[config.mk]
export PLATFORM = sky130hd
export DESIGN_NAME = utc_to_cet_local_time
export DESIGN_NICKNAME = d
export VERILOG_FILES = /design/src/sv/uctc_pkg.sv /design/src/sv/utc_to_cet_local_time.sv /design/src/sv/uctc_civil.sv /design/src/sv/uctc_hms.sv
export VERILOG_INCLUDE_DIRS = /design/src /design/src/sv
export SDC_FILE = /design/constraint.sdc
export NUM_CORES = 2
export LEC_CHECK = 0
export BUFFER_PORTS_ARGS = -buffer_cell sky130_fd_sc_hd__buf_2
export CAP_MARGIN = 40
export CELL_PAD_IN_SITES_DETAIL_PLACEMENT = 1
export CELL_PAD_IN_SITES_GLOBAL_PLACEMENT = 1
export CORE_MARGIN = 8
export CORE_UTILIZATION = 44
export CTS_CLUSTER_DIAMETER = 120
export DETAILED_ROUTE_END_ITERATION = 7
export MAX_ROUTING_LAYER = met4
export PLACE_DENSITY_LB_ADDON = 0.1
export SLEW_MARGIN = 20
export SYNTH_ARGS = -nofsm -noshare
export SYNTH_HDL_FRONTEND = slang
export SYNTH_HIERARCHICAL = 1
export SYNTH_SLANG_ARGS = --single-unit
[constraint.sdc]
create_clock -name clk -period 19.8 [get_ports clk]
set_clock_uncertainty 0.2 [all_clocks]
set_input_delay 3.96 -clock clk [delete_from_list [all_inputs] [get_ports clk]]
set_output_delay 3.96 -clock clk [all_outputs]
set_load 0.02 [all_outputs]
[src/sv/assert_macros.svh]
`ifndef ASSERT_MACROS_SVH
`define ASSERT_MACROS_SVH

// Check that a condition implies another one in the same cycle.
`define CHK_SAME(label, clk, rst, ante, cons, msg) \
  label: assert property (@(posedge clk) disable iff (rst) (ante) |-> (cons)) \
    else $error(msg);

// Check that a condition implies another one in the following cycle.
`define CHK_NEXT(label, clk, rst, ante, cons, msg) \
  label: assert property (@(posedge clk) disable iff (rst) (ante) |=> (cons)) \
    else $error(msg);

`endif

[src/sv/uctc_pkg.sv]
package uctc_pkg;

  // Widths of the internal day count and second-of-day.
  localparam int DAYS_W = 16;
  localparam int SOD_W  = 17;

  // Register stages in the date and clock splitters (kept equal for alignment).
  localparam int SPLIT_STAGES = 6;
  // Register stages of the whole pipeline.
  localparam int PIPE_STAGES  = SPLIT_STAGES + 3;

  localparam logic [31:0] SECS_PER_HOUR = 32'(1 * 3600);
  localparam logic [31:0] SECS_PER_DAY  = 32'(24 * 3600);
  localparam logic [4:0]  HOURS_PER_DAY = 5'd24;

  // Calendar constants of the era-based day/date conversion.
  localparam logic [19:0] EPOCH_SHIFT  = 20'd719468;
  localparam logic [19:0] ERA4_START   = 20'd584388;
  localparam logic [19:0] ERA5_START   = 20'd730485;
  localparam logic [11:0] ERA4_YEAR    = 12'd1600;
  localparam logic [11:0] ERA5_YEAR    = 12'd2000;
  localparam logic [11:0] NONLEAP_CENT = 12'd2100;

  localparam logic [3:0] MONTH_MAR = 4'd3;
  localparam logic [3:0] MONTH_OCT = 4'd10;
  localparam logic [2:0] SUNDAY    = 3'd0;
  // Earliest day of month that a last Sunday of a 31-day month can fall on.
  localparam logic [5:0] LAST_WEEK_START = 6'd25;

  // Reciprocal multipliers: floor(x / D) == (x * ceil(2^K / D)) >> K,
  // exact for x below 2^(K - ceil(log2 D)).
  localparam int DAY_K = 35;   // utc >> 7 divided by 675
  localparam logic [25:0] DAY_MUL = 26'(((64'd1 << DAY_K) + 64'd674) / 64'd675);
  localparam int WD_K = 19;    // divide by 7
  localparam logic [16:0] WD_MUL = 17'(((64'd1 << WD_K) + 64'd6) / 64'd7);
  localparam int C4Y_K = 29;   // divide by 1460
  localparam logic [18:0] C4Y_MUL = 19'(((64'd1 << C4Y_K) + 64'd1459) / 64'd1460);
  localparam int YR_K = 27;    // divide by 365
  localparam logic [18:0] YR_MUL = 19'(((64'd1 << YR_K) + 64'd364) / 64'd365);
  localparam int MP_K = 19;    // divide by 153
  localparam logic [11:0] MP_MUL = 12'(((64'd1 << MP_K) + 64'd152) / 64'd153);
  localparam int HR_K = 29;    // divide by 3600
  localparam logic [17:0] HR_MUL = 18'(((64'd1 << HR_K) + 64'd3599) / 64'd3600);
  localparam int MN_K = 18;    // divide by 60
  localparam logic [12:0] MN_MUL = 13'(((64'd1 << MN_K) + 64'd59) / 64'd60);

  typedef struct packed {
    logic [11:0] year;
    logic [3:0]  month;
    logic [4:0]  day;
    logic [2:0]  weekday;
    logic [8:0]  yday;
  } civil_t;

  typedef struct packed {
    logic [4:0] hour;
    logic [5:0] minute;
    logic [5:0] second;
  } hms_t;

  // First day (March-based day of year) of each March-based month.
  function automatic logic [8:0] mp_start(input logic [3:0] mp);
    case (mp)
      4'd0:    mp_start = 9'd0;
      4'd1:    mp_start = 9'd31;
      4'd2:    mp_start = 9'd61;
      4'd3:    mp_start = 9'd92;
      4'd4:    mp_start = 9'd122;
      4'd5:    mp_start = 9'd153;
      4'd6:    mp_start = 9'd184;
      4'd7:    mp_start = 9'd214;
      4'd8:    mp_start = 9'd245;
      4'd9:    mp_start = 9'd275;
      4'd10:   mp_start = 9'd306;
      4'd11:   mp_start = 9'd337;
      default: mp_start = 9'd0;
    endcase
  endfunction

endpackage

[src/sv/utc_to_cet_local_time.sv]
// UTC seconds to Central European local time (CET / CEST).
//
// Input item on s_*: s_tdata carries a Unix UTC seconds count. Result item on
// m_*: m_tdata carries the local broken-down time and m_tuser the summer-time
// flag. Every input item produces exactly one result item, in order.
//
// The converter is a 9-stage pipeline: divide by 86400, remainder, six stages
// of date split (done twice in parallel, on the UTC day and the day after)
// beside the hour/minute/second split, and a final stage that decides summer
// time from the UTC date, adds the hour offset and picks the UTC day or the
// next one. With m_tready high one item enters and one leaves every cycle.
//
// Each stage carries a valid bit and loads when it is empty or its successor
// loads, so a stalled receiver holds the output register and the pipeline
// keeps filling its bubbles; s_tready drops only when all 9 stages are full.
// rst (synchronous, active high) empties the pipeline; no item survives it.
`include "assert_macros.svh"

module utc_to_cet_local_time (
  input  logic        clk,
  input  logic        rst,
  input  logic        s_tvalid,
  output logic        s_tready,
  input  logic [31:0] s_tdata,   // [31:0] utc_seconds
  output logic        m_tvalid,
  input  logic        m_tready,
  output logic [55:0] m_tdata,   // [11:0] year, [15:12] month, [20:16] day,
                                 // [25:21] hour, [31:26] minute, [37:32] second,
                                 // [40:38] weekday, [49:41] day_of_year, [55:50] zero
  output logic        m_tuser    // [0] dst_active
);

  localparam int NS = uctc_pkg::PIPE_STAGES;
  localparam int SS = uctc_pkg::SPLIT_STAGES;

  logic [NS-1:0] vld;
  logic [NS-1:0] en;

  // Load enables: a stage advances when empty or when the next one advances.
  always_comb begin
    en[NS-1] = !vld[NS-1] || m_tready;
    for (int i = NS - 2; i >= 0; i--) begin
      en[i] = !vld[i] || en[i+1];
    end
  end

  assign s_tready = en[0];

  always_ff @(posedge clk) begin
    if (rst) begin
      vld <= '0;
    end else begin
      if (en[0]) begin
        vld[0] <= s_tvalid;
      end
      for (int i = 1; i < NS; i++) begin
        if (en[i]) begin
          vld[i] <= vld[i-1];
        end
      end
    end
  end

  // Stage 0: UTC day count via reciprocal multiply of utc / 128 by 1 / 675
  logic [50:0] day_prod;
  logic [31:0] utc0;
  logic [uctc_pkg::DAYS_W-1:0] udays0;

  assign day_prod = s_tdata[31:7] * uctc_pkg::DAY_MUL;

  always_ff @(posedge clk) begin
    if (en[0]) begin
      utc0   <= s_tdata;
      udays0 <= day_prod[uctc_pkg::DAY_K+uctc_pkg::DAYS_W-1:uctc_pkg::DAY_K];
    end
  end

  // Stage 1: UTC second of day
  logic [31:0] day_base;
  logic [31:0] usod_c;
  logic [uctc_pkg::DAYS_W-1:0] udays1;
  logic [uctc_pkg::SOD_W-1:0]  usod1;

  always_comb begin
    day_base = 32'(udays0) * uctc_pkg::SECS_PER_DAY;
    usod_c   = utc0 - day_base;
  end

  always_ff @(posedge clk) begin
    if (en[1]) begin
      udays1 <= udays0;
      usod1  <= usod_c[uctc_pkg::SOD_W-1:0];
    end
  end

  // Stages 2 to 7: split the UTC day and the next day into dates, and the
  // UTC second of day into hour, minute and second.
  uctc_pkg::civil_t civ_utc;
  uctc_pkg::civil_t civ_next;
  uctc_pkg::hms_t   hms_utc;
  logic [uctc_pkg::DAYS_W-1:0] udays_next;

  assign udays_next = udays1 + uctc_pkg::DAYS_W'(1);

  uctc_civil u_civ_utc (
    .clk  (clk),
    .en   (en[SS+1:2]),
    .days (udays1),
    .civ  (civ_utc)
  );

  uctc_civil u_civ_next (
    .clk  (clk),
    .en   (en[SS+1:2]),
    .days (udays_next),
    .civ  (civ_next)
  );

  uctc_hms u_hms (
    .clk (clk),
    .en  (en[SS+1:2]),
    .sod (usod1),
    .hms (hms_utc)
  );

  // Final stage: summer time on the UTC date and hour, then the local offset.
  // In the changeover months the last Sunday is already reached when the day
  // minus the weekday is at least 25.
  logic             on_or_after;
  logic             is_sunday;
  logic             dst_c;
  logic [4:0]       lhour;
  logic             wrap;
  uctc_pkg::civil_t civ_sel;
  logic [4:0]       hour_c;

  always_comb begin
    on_or_after = {1'b0, civ_utc.day} >= uctc_pkg::LAST_WEEK_START + 6'(civ_utc.weekday);
    is_sunday   = civ_utc.weekday == uctc_pkg::SUNDAY;
    if (civ_utc.month < uctc_pkg::MONTH_MAR || civ_utc.month > uctc_pkg::MONTH_OCT) begin
      dst_c = 1'b0;
    end else if (civ_utc.month == uctc_pkg::MONTH_MAR) begin
      // Summer time starts at 01:00 UTC on the last Sunday.
      dst_c = on_or_after && (!is_sunday || hms_utc.hour != 5'd0);
    end else if (civ_utc.month == uctc_pkg::MONTH_OCT) begin
      // Summer time ends at 01:00 UTC on the last Sunday.
      dst_c = !on_or_after || (is_sunday && hms_utc.hour == 5'd0);
    end else begin
      dst_c = 1'b1;
    end
    lhour   = hms_utc.hour + 5'd1 + 5'(dst_c);
    wrap    = lhour >= uctc_pkg::HOURS_PER_DAY;
    civ_sel = wrap ? civ_next : civ_utc;
    hour_c  = wrap ? lhour - uctc_pkg::HOURS_PER_DAY : lhour;
  end

  logic [11:0] year;
  logic [3:0]  month;
  logic [4:0]  day;
  logic [4:0]  hour;
  logic [5:0]  minute;
  logic [5:0]  second;
  logic [2:0]  weekday;
  logic [8:0]  day_of_year;
  logic        dst_active;

  always_ff @(posedge clk) begin
    if (en[NS-1]) begin
      year        <= civ_sel.year;
      month       <= civ_sel.month;
      day         <= civ_sel.day;
      hour        <= hour_c;
      minute      <= hms_utc.minute;
      second      <= hms_utc.second;
      weekday     <= civ_sel.weekday;
      day_of_year <= civ_sel.yday;
      dst_active  <= dst_c;
    end
  end

  assign m_tvalid = vld[NS-1];
  assign m_tdata  = {6'b0, day_of_year, weekday, second, minute, hour, day, month, year};
  assign m_tuser  = dst_active;

  // A valid result always carries an in-range clock time and calendar month.
  `CHK_SAME(a_time_range, clk, rst, m_tvalid, hour < 5'd24 && minute < 6'd60 && second < 6'd60, "local time field out of range")
  `CHK_SAME(a_date_range, clk, rst, m_tvalid, month >= 4'd1 && month <= 4'd12 && day >= 5'd1, "local date field out of range")
  // Summer time never flags outside March to October.
  `CHK_SAME(a_dst_season, clk, rst, m_tvalid && dst_active, month >= uctc_pkg::MONTH_MAR && month <= uctc_pkg::MONTH_OCT, "summer time outside its season")
  // An item moving into the output stage must show up there.
  `CHK_NEXT(a_last_load, clk, rst, vld[NS-2] && en[NS-1], m_tvalid, "item lost at output stage")

endmodule

[src/sv/uctc_civil.sv]
module uctc_civil (
  input  logic                                 clk,
  input  logic [uctc_pkg::SPLIT_STAGES-1:0]   en,
  input  logic [uctc_pkg::DAYS_W-1:0]         days,
  output uctc_pkg::civil_t                     civ
);

  // Stage 1: era select, day of era, weekday quotient
  logic [19:0] z_c;
  logic        era5_c;
  logic [17:0] doe_c;
  logic [15:0] wx_c;
  logic [32:0] wprod;
  logic [17:0] doe1;
  logic        era51;
  logic [15:0] wx1;
  logic [12:0] wq1;

  always_comb begin
    z_c    = 20'(days) + uctc_pkg::EPOCH_SHIFT;
    era5_c = z_c >= uctc_pkg::ERA5_START;
    doe_c  = era5_c ? 18'(z_c - uctc_pkg::ERA5_START) : 18'(z_c - uctc_pkg::ERA4_START);
    wx_c   = days + 16'd4;
    wprod  = wx_c * uctc_pkg::WD_MUL;
  end

  always_ff @(posedge clk) begin
    if (en[0]) begin
      doe1  <= doe_c;
      era51 <= era5_c;
      wx1   <= wx_c;
      wq1   <= wprod[uctc_pkg::WD_K+12:uctc_pkg::WD_K];
    end
  end

  // Stage 2: leap-corrected day of era, weekday remainder
  logic [36:0] cprod;
  logic [6:0]  q1460;
  logic [2:0]  q36524;
  logic        last_day;
  logic [17:0] t_c;
  logic [15:0] wr_c;
  logic [17:0] t2;
  logic [17:0] doe2;
  logic        era52;
  logic [2:0]  wd2;

  always_comb begin
    cprod    = doe1 * uctc_pkg::C4Y_MUL;
    q1460    = cprod[uctc_pkg::C4Y_K+6:uctc_pkg::C4Y_K];
    q36524   = 3'(doe1 >= 18'd36524) + 3'(doe1 >= 18'd73048) +
               3'(doe1 >= 18'd109572) + 3'(doe1 >= 18'd146096);
    last_day = doe1 == 18'd146096;
    t_c      = doe1 - 18'(q1460) + 18'(q36524) - 18'(last_day);
    wr_c     = wx1 - ((16'(wq1) << 3) - 16'(wq1));
  end

  always_ff @(posedge clk) begin
    if (en[1]) begin
      t2    <= t_c;
      doe2  <= doe1;
      era52 <= era51;
      wd2   <= wr_c[2:0];
    end
  end

  // Stage 3: year of era
  logic [36:0] yprod;
  logic [8:0]  yoe3;
  logic [17:0] doe3;
  logic        era53;
  logic [2:0]  wd3;

  assign yprod = t2 * uctc_pkg::YR_MUL;

  always_ff @(posedge clk) begin
    if (en[2]) begin
      yoe3  <= yprod[uctc_pkg::YR_K+8:uctc_pkg::YR_K];
      doe3  <= doe2;
      era53 <= era52;
      wd3   <= wd2;
    end
  end

  // Stage 4: March-based day of year
  logic [1:0]  c100;
  logic [17:0] ystart;
  logic [8:0]  doy_c;
  logic [8:0]  doy4;
  logic [8:0]  yoe4;
  logic        era54;
  logic [2:0]  wd4;

  always_comb begin
    c100   = 2'(yoe3 >= 9'd100) + 2'(yoe3 >= 9'd200) + 2'(yoe3 >= 9'd300);
    ystart = 18'(yoe3) * 18'd365 + 18'(yoe3 >> 2) - 18'(c100);
    doy_c  = 9'(doe3 - ystart);
  end

  always_ff @(posedge clk) begin
    if (en[3]) begin
      doy4  <= doy_c;
      yoe4  <= yoe3;
      era54 <= era53;
      wd4   <= wd3;
    end
  end

  // Stage 5: March-based month
  logic [10:0] mx;
  logic [22:0] mprod;
  logic [3:0]  mp5;
  logic [8:0]  doy5;
  logic [8:0]  yoe5;
  logic        era55;
  logic [2:0]  wd5;

  always_comb begin
    mx    = (11'(doy4) << 2) + 11'(doy4) + 11'd2;
    mprod = mx * uctc_pkg::MP_MUL;
  end

  always_ff @(posedge clk) begin
    if (en[4]) begin
      mp5   <= mprod[uctc_pkg::MP_K+3:uctc_pkg::MP_K];
      doy5  <= doy4;
      yoe5  <= yoe4;
      era55 <= era54;
      wd5   <= wd4;
    end
  end

  // Stage 6: calendar fields
  logic        jan_feb;
  logic        leap;
  logic [11:0] year_c;
  logic [8:0]  dom_c;
  uctc_pkg::civil_t civ_c;

  always_comb begin
    jan_feb       = mp5 >= 4'd10;
    year_c        = 12'(yoe5) + (era55 ? uctc_pkg::ERA5_YEAR : uctc_pkg::ERA4_YEAR) +
                    12'(jan_feb);
    leap          = (year_c[1:0] == 2'b00) && (year_c != uctc_pkg::NONLEAP_CENT);
    dom_c         = doy5 - uctc_pkg::mp_start(mp5) + 9'd1;
    civ_c.year    = year_c;
    civ_c.month   = jan_feb ? mp5 - 4'd9 : mp5 + 4'd3;
    civ_c.day     = dom_c[4:0];
    civ_c.weekday = wd5;
    civ_c.yday    = jan_feb ? doy5 - 9'd306 : doy5 + 9'd59 + 9'(leap);
  end

  always_ff @(posedge clk) begin
    if (en[5]) begin
      civ <= civ_c;
    end
  end

endmodule

[src/sv/uctc_hms.sv]
module uctc_hms (
  input  logic                               clk,
  input  logic [uctc_pkg::SPLIT_STAGES-1:0] en,
  input  logic [uctc_pkg::SOD_W-1:0]        sod,
  output uctc_pkg::hms_t                     hms
);

  // Stage 1: hour
  logic [34:0] hprod;
  logic [4:0]  hour1;
  logic [16:0] sod1;

  assign hprod = sod * uctc_pkg::HR_MUL;

  always_ff @(posedge clk) begin
    if (en[0]) begin
      hour1 <= hprod[uctc_pkg::HR_K+4:uctc_pkg::HR_K];
      sod1  <= sod;
    end
  end

  // Stage 2: seconds within the hour
  logic [16:0] hbase;
  logic [16:0] rem_c;
  logic [4:0]  hour2;
  logic [11:0] rem2;

  always_comb begin
    hbase = 17'(hour1) * 17'(uctc_pkg::SECS_PER_HOUR);
    rem_c = sod1 - hbase;
  end

  always_ff @(posedge clk) begin
    if (en[1]) begin
      hour2 <= hour1;
      rem2  <= rem_c[11:0];
    end
  end

  // Stage 3: minute
  logic [24:0] mprod;
  logic [4:0]  hour3;
  logic [11:0] rem3;
  logic [5:0]  min3;

  assign mprod = rem2 * uctc_pkg::MN_MUL;

  always_ff @(posedge clk) begin
    if (en[2]) begin
      hour3 <= hour2;
      rem3  <= rem2;
      min3  <= mprod[uctc_pkg::MN_K+5:uctc_pkg::MN_K];
    end
  end

  // Stage 4: second
  logic [11:0] sec_c;
  uctc_pkg::hms_t hms4;
  uctc_pkg::hms_t hms5;

  assign sec_c = rem3 - ((12'(min3) << 6) - (12'(min3) << 2));

  always_ff @(posedge clk) begin
    if (en[3]) begin
      hms4.hour   <= hour3;
      hms4.minute <= min3;
      hms4.second <= sec_c[5:0];
    end
  end

  // Stages 5 and 6: hold alignment with the date splitter
  always_ff @(posedge clk) begin
    if (en[4]) begin
      hms5 <= hms4;
    end
    if (en[5]) begin
      hms <= hms5;
    end
  end

endmodule
==> results.md <==
- Result of the run: completed
- Distinct cell type count after synthesis: 104
- Die Outline Area: 183300 sq um
- Count of placed standard cells including taps: approximately 9000
- First-iteration detailed-routing DRC count: 1572
- Clock-pin slew on the worst setup and hold paths: 0.07 ns
- Post-route worst hold slack: 0.1968 ns
- Worst path max stage delay: 0.77 ns
- Leading post-synthesis cells by instance count: 1732 x sky130_fd_sc_hd__inv_1, 1706 x sky130_fd_sc_hd__ha_1, 898 x sky130_fd_sc_hd__fa_1, 537 x sky130_fd_sc_hd__edfxtp_1, 260 x sky130_fd_sc_hd__xnor2_1
- Final-report max-slew violation count: 0
- Cell area after layout: approximately 81000 sq um
- Maximum root-to-sink buffer count: 3
- Tmin final: about 11 ns
- DP HPWL: 147.4 mm
- Area share of the largest cell type after synthesis: approximately 29%
- Worst path required time: ~20 ns
- Worst-skew pair later-pin latency: roughly 0.67 ns
- Cells taking the most area after synthesis: sky130_fd_sc_hd__ha_1 29%, sky130_fd_sc_hd__fa_1 24%, sky130_fd_sc_hd__edfxtp_1 22%
- Area post-placement: roughly 78000 sq um
- Post-cts sizing count: 0
- Clock buffers created by TritonCTS: 71
- Setup-violating endpoint count in the final report: 0
- Detailed-route via count: around 47000
- Most used standard cell by instance count after synthesis: sky130_fd_sc_hd__inv_1
- Final hold vios: 0
- DRC violations left: 0
- Count of standard-cell rows: around 150
- CTS tree: yes
- Largest net degree at the start of global routing: 63
- Fin crit share: roughly 53%
- Origin of the worst setup path: u_civ_next/doe1[12]$_DFFE_PP_
- Root buffer cell: sky130_fd_sc_hd__clkbuf_16
- Area growth syn-to-layout: 7.809%
- Maximum fanout count along the critical path: 9
- Post-synth design cell area: 74730 sq um
- Tightest slew margin relative to the limit: 42.98%
- Average cell area after synthesis: 11.05 sq um
- H-tree depth: 3
- Number of I/O port buffers: 88
- First-pass GRT wire length: 286.1 mm
- Synth Instances: 6762
- Element type at the critical path end: flop
- R2r setup slk: 9.26 ns
- Kind of path behind the tightest hold check: reg -> reg
- Mean routed wirelength per cell: roughly 19 microns
- Arithmetic-cell share of the synthesized area counting full adders, half adders and majority gates: 52.62%
- Wirelength, routed: around 170 mm
- Async set-reset flop share out of synthesis: 0%
- Worst reg-to-reg path cell count: 33
- Setup repair after global routing missed its margin: no
- Total negative slack: 0 ns
- Sum of overflow across all layers after global routing: 0
- Ratio of cells with drive above 1 in the final layout: under 10%
- Core footprint: 169100 sq um
- Critical path data arrival time: 10.81 ns
- Actual transition at the worst max-transition pin: 0.8553 ns
- Flops & latches, synth: 556
- Number of nets still failing antenna checks after routing: 0
- Highest clock frequency the design can meet: 94.84 MHz
- Primary flip-flop cell chosen by synthesis mapping: sky130_fd_sc_hd__edfxtp_1
- # nets final: 9558
- CP max stage cell: sky130_fd_sc_hd__edfxtp_1
- Initial antenna violation count: 8
- Vias per cell: roughly 5.1
- Synth Area in Simple Gates: under 10%
- Critical path destination: u_civ_next/t2[16]$_DFFE_PP_
- Overall die height: 428.1 microns
- Hold-fix buffer count after cts: 0
- Global-route total usage across every layer: 19.88%
- Reg2reg start: u_civ_next/doe1[12]$_DFFE_PP_
- Fraction of synthesized cell area in xor and xnor cells: ~4.3%
- Number of global-route vias before repair: 53516
- Die boundary width: 428.1 microns
- Number of ports placed on the die boundary: 95
- Cell Count, Final, Fillers Out: about 9200
- Sink count of the clock tree: 556
- Sequential area share after synthesis: 22.09%
- Multiplexer share of the synthesized area: 0.9493%
- GP Congestion: 0.8781
- Kind of critical path: reg -> reg
- Drt first pass iters: 5
- Warnings, synthesis: 6
- Initial core utilization: 44.20%
- Start point of the worst min-delay path: u_civ_utc/wd2[2]$_DFFE_PP_
- Worst r2r dst: u_civ_next/t2[16]$_DFFE_PP_
- Most frequent CP cell: sky130_fd_sc_hd__fa_1
- Synth Area in Compound Gates: under 10%
- EDFF count, synth: 537
- Largest area contributor in the synthesized netlist: sky130_fd_sc_hd__ha_1
- Number of max-capacitance violations reported: 0
- Critical path startpoint category: flop
- Dominant combinational cell family by area after synthesis: adder cells
- Setup repair bufs after CTS: 0
[cells in the final DEF (no fill, tap or decap), types with 15 or more instances in the layout]
cell / netlist / routed
sky130_fd_sc_hd__mux2i_1: 29 / 29
sky130_fd_sc_hd__nand2b_1: 26 / 26
sky130_fd_sc_hd__mux2_2: 36 / 36
sky130_fd_sc_hd__nand3_1: 61 / 59
sky130_fd_sc_hd__ha_1: 1706 / 1706
sky130_fd_sc_hd__clkbuf_16: 0 / 71
sky130_fd_sc_hd__a31oi_1: 21 / 21
sky130_fd_sc_hd__inv_1: 1732 / 1728
sky130_fd_sc_hd__o21a_1: 34 / 34
sky130_fd_sc_hd__xnor2_1: 260 / 260
sky130_fd_sc_hd__and2_1: 15 / 15
sky130_fd_sc_hd__nand2_1: 174 / 172
sky130_fd_sc_hd__nor3_1: 43 / 43
sky130_fd_sc_hd__fa_1: 898 / 898
sky130_fd_sc_hd__a211oi_1: 24 / 24
sky130_fd_sc_hd__o21ai_0: 117 / 117
sky130_fd_sc_hd__xor2_1: 101 / 101
sky130_fd_sc_hd__a21o_1: 68 / 68
sky130_fd_sc_hd__o21bai_1: 28 / 28
sky130_fd_sc_hd__nor4_1: 16 / 16
sky130_fd_sc_hd__edfxtp_1: 537 / 537
sky130_fd_sc_hd__nor2b_1: 29 / 29
sky130_fd_sc_hd__nor2_1: 157 / 157
sky130_fd_sc_hd__buf_2: 15 / 90
sky130_fd_sc_hd__buf_4: 10 / 27
sky130_fd_sc_hd__a21oi_1: 217 / 217
sky130_fd_sc_hd__and3_1: 35 / 35
sky130_fd_sc_hd__dfxtp_1: 19 / 19
sky130_fd_sc_hd__or2_2: 15 / 15
sky130_fd_sc_hd__a311oi_1: 15 / 15
sky130_fd_sc_hd__nand4_1: 46 / 46
sky130_fd_sc_hd__o211ai_1: 20 / 20
[how the worst min path moves through the flow]
stage | endpoint | slack, ns | cells past startpoint
final | u_civ_utc/wd3[2]$_DFFE_PP_ | 0.20 | 0
after global routing | u_civ_next/doe3[3]$_DFFE_PP_ | 0.21 | 0
after CTS | u_civ_utc/wd3[2]$_DFFE_PP_ | 0.19 | 0
after detailed placement | second[3]$_DFFE_PP_ | 0.21 | 0
after global placement | u_civ_utc/yoe5[7]$_DFFE_PP_ | 0.20 | 0
after floorplan | minute[0]$_DFFE_PP_ | 0.20 | 0
[critical path: cells and delay by family, from the launching register on]
family | cells | cell delay, ns
fa+ha+maj | 11 | 4.99
mux | 1 | 0.33
buf+inv | 9 | 0.97
xor+xnor | 1 | 0.19
compound gates | 6 | 2.04
flops | 1 | 0.77
simple gates | 5 | 0.87
[cells by family after synthesis]
| group | Yosys count |
|---|---|
| AO/OA/AOI/OAI | 713 |
| XOR/XNOR | 362 |
| adder cells (fa/ha/maj) | 2604 |
| buffers and inverters | 1783 |
| flip-flops | 556 |
| multiplexers | 66 |
| other | 1 |
| AND/OR/NAND/NOR | 677 |
[flip-flops by register name, summed over array words and instances, names as in the netlist, 12 cells and up, named ones only]
signal	count
u_civ_next/t2	18
u_civ_next/civ	33
utc0	17
u_hms/hms5	17
u_hms/hms	17
u_hms/rem2	12
year	12
u_civ_utc/doe1	18
udays1	16
u_civ_next/doe1	18
u_civ_utc/civ	33
u_civ_utc/t2	18
u_hms/sod1	12
udays0	16
u_hms/hms4	17
usod1	17
[through the flow]
step	setup slack [ns]	utilization [%]
after floorplan	7.277	-
after global placement	9.071	46.07
after detailed placement	9.150	46.12
after CTS	9.191	47.57
after global routing	8.623	47.65
final	9.256	47.65
[metal layers]
| layer | vias up | share of wire, % | global-route usage [%] |
|---|---|---|---|
| li1 | 22445 | - | - |
| met1 | 23509 | 45 | 24.82 |
| met2 | 419 | 50 | 34.83 |
| met3 | 217 | 2.1 | 1.796 |
| met4 | 0 | 2.5 | 5.098 |
| met5 | - | 0 | - |
[area by class of cell]
cell class | instances | area (sq um)
Antenna cell | 3 | 7.507
Sequential cell | 556 | 16510
Clock inverter | 51 | 645.6
Inverter | 1733 | 6510
Fill cell | 18199 | 88530
Tap cell | 2218 | 2775
Clock buffer | 80 | 1810
Timing Repair Buffer | 128 | 833.3
Multi-Input combinational cell | 4428 | 51480
Power is not shown: default switching activity piles up to over one toggle a cycle in this logic, so the estimate is an artifact.
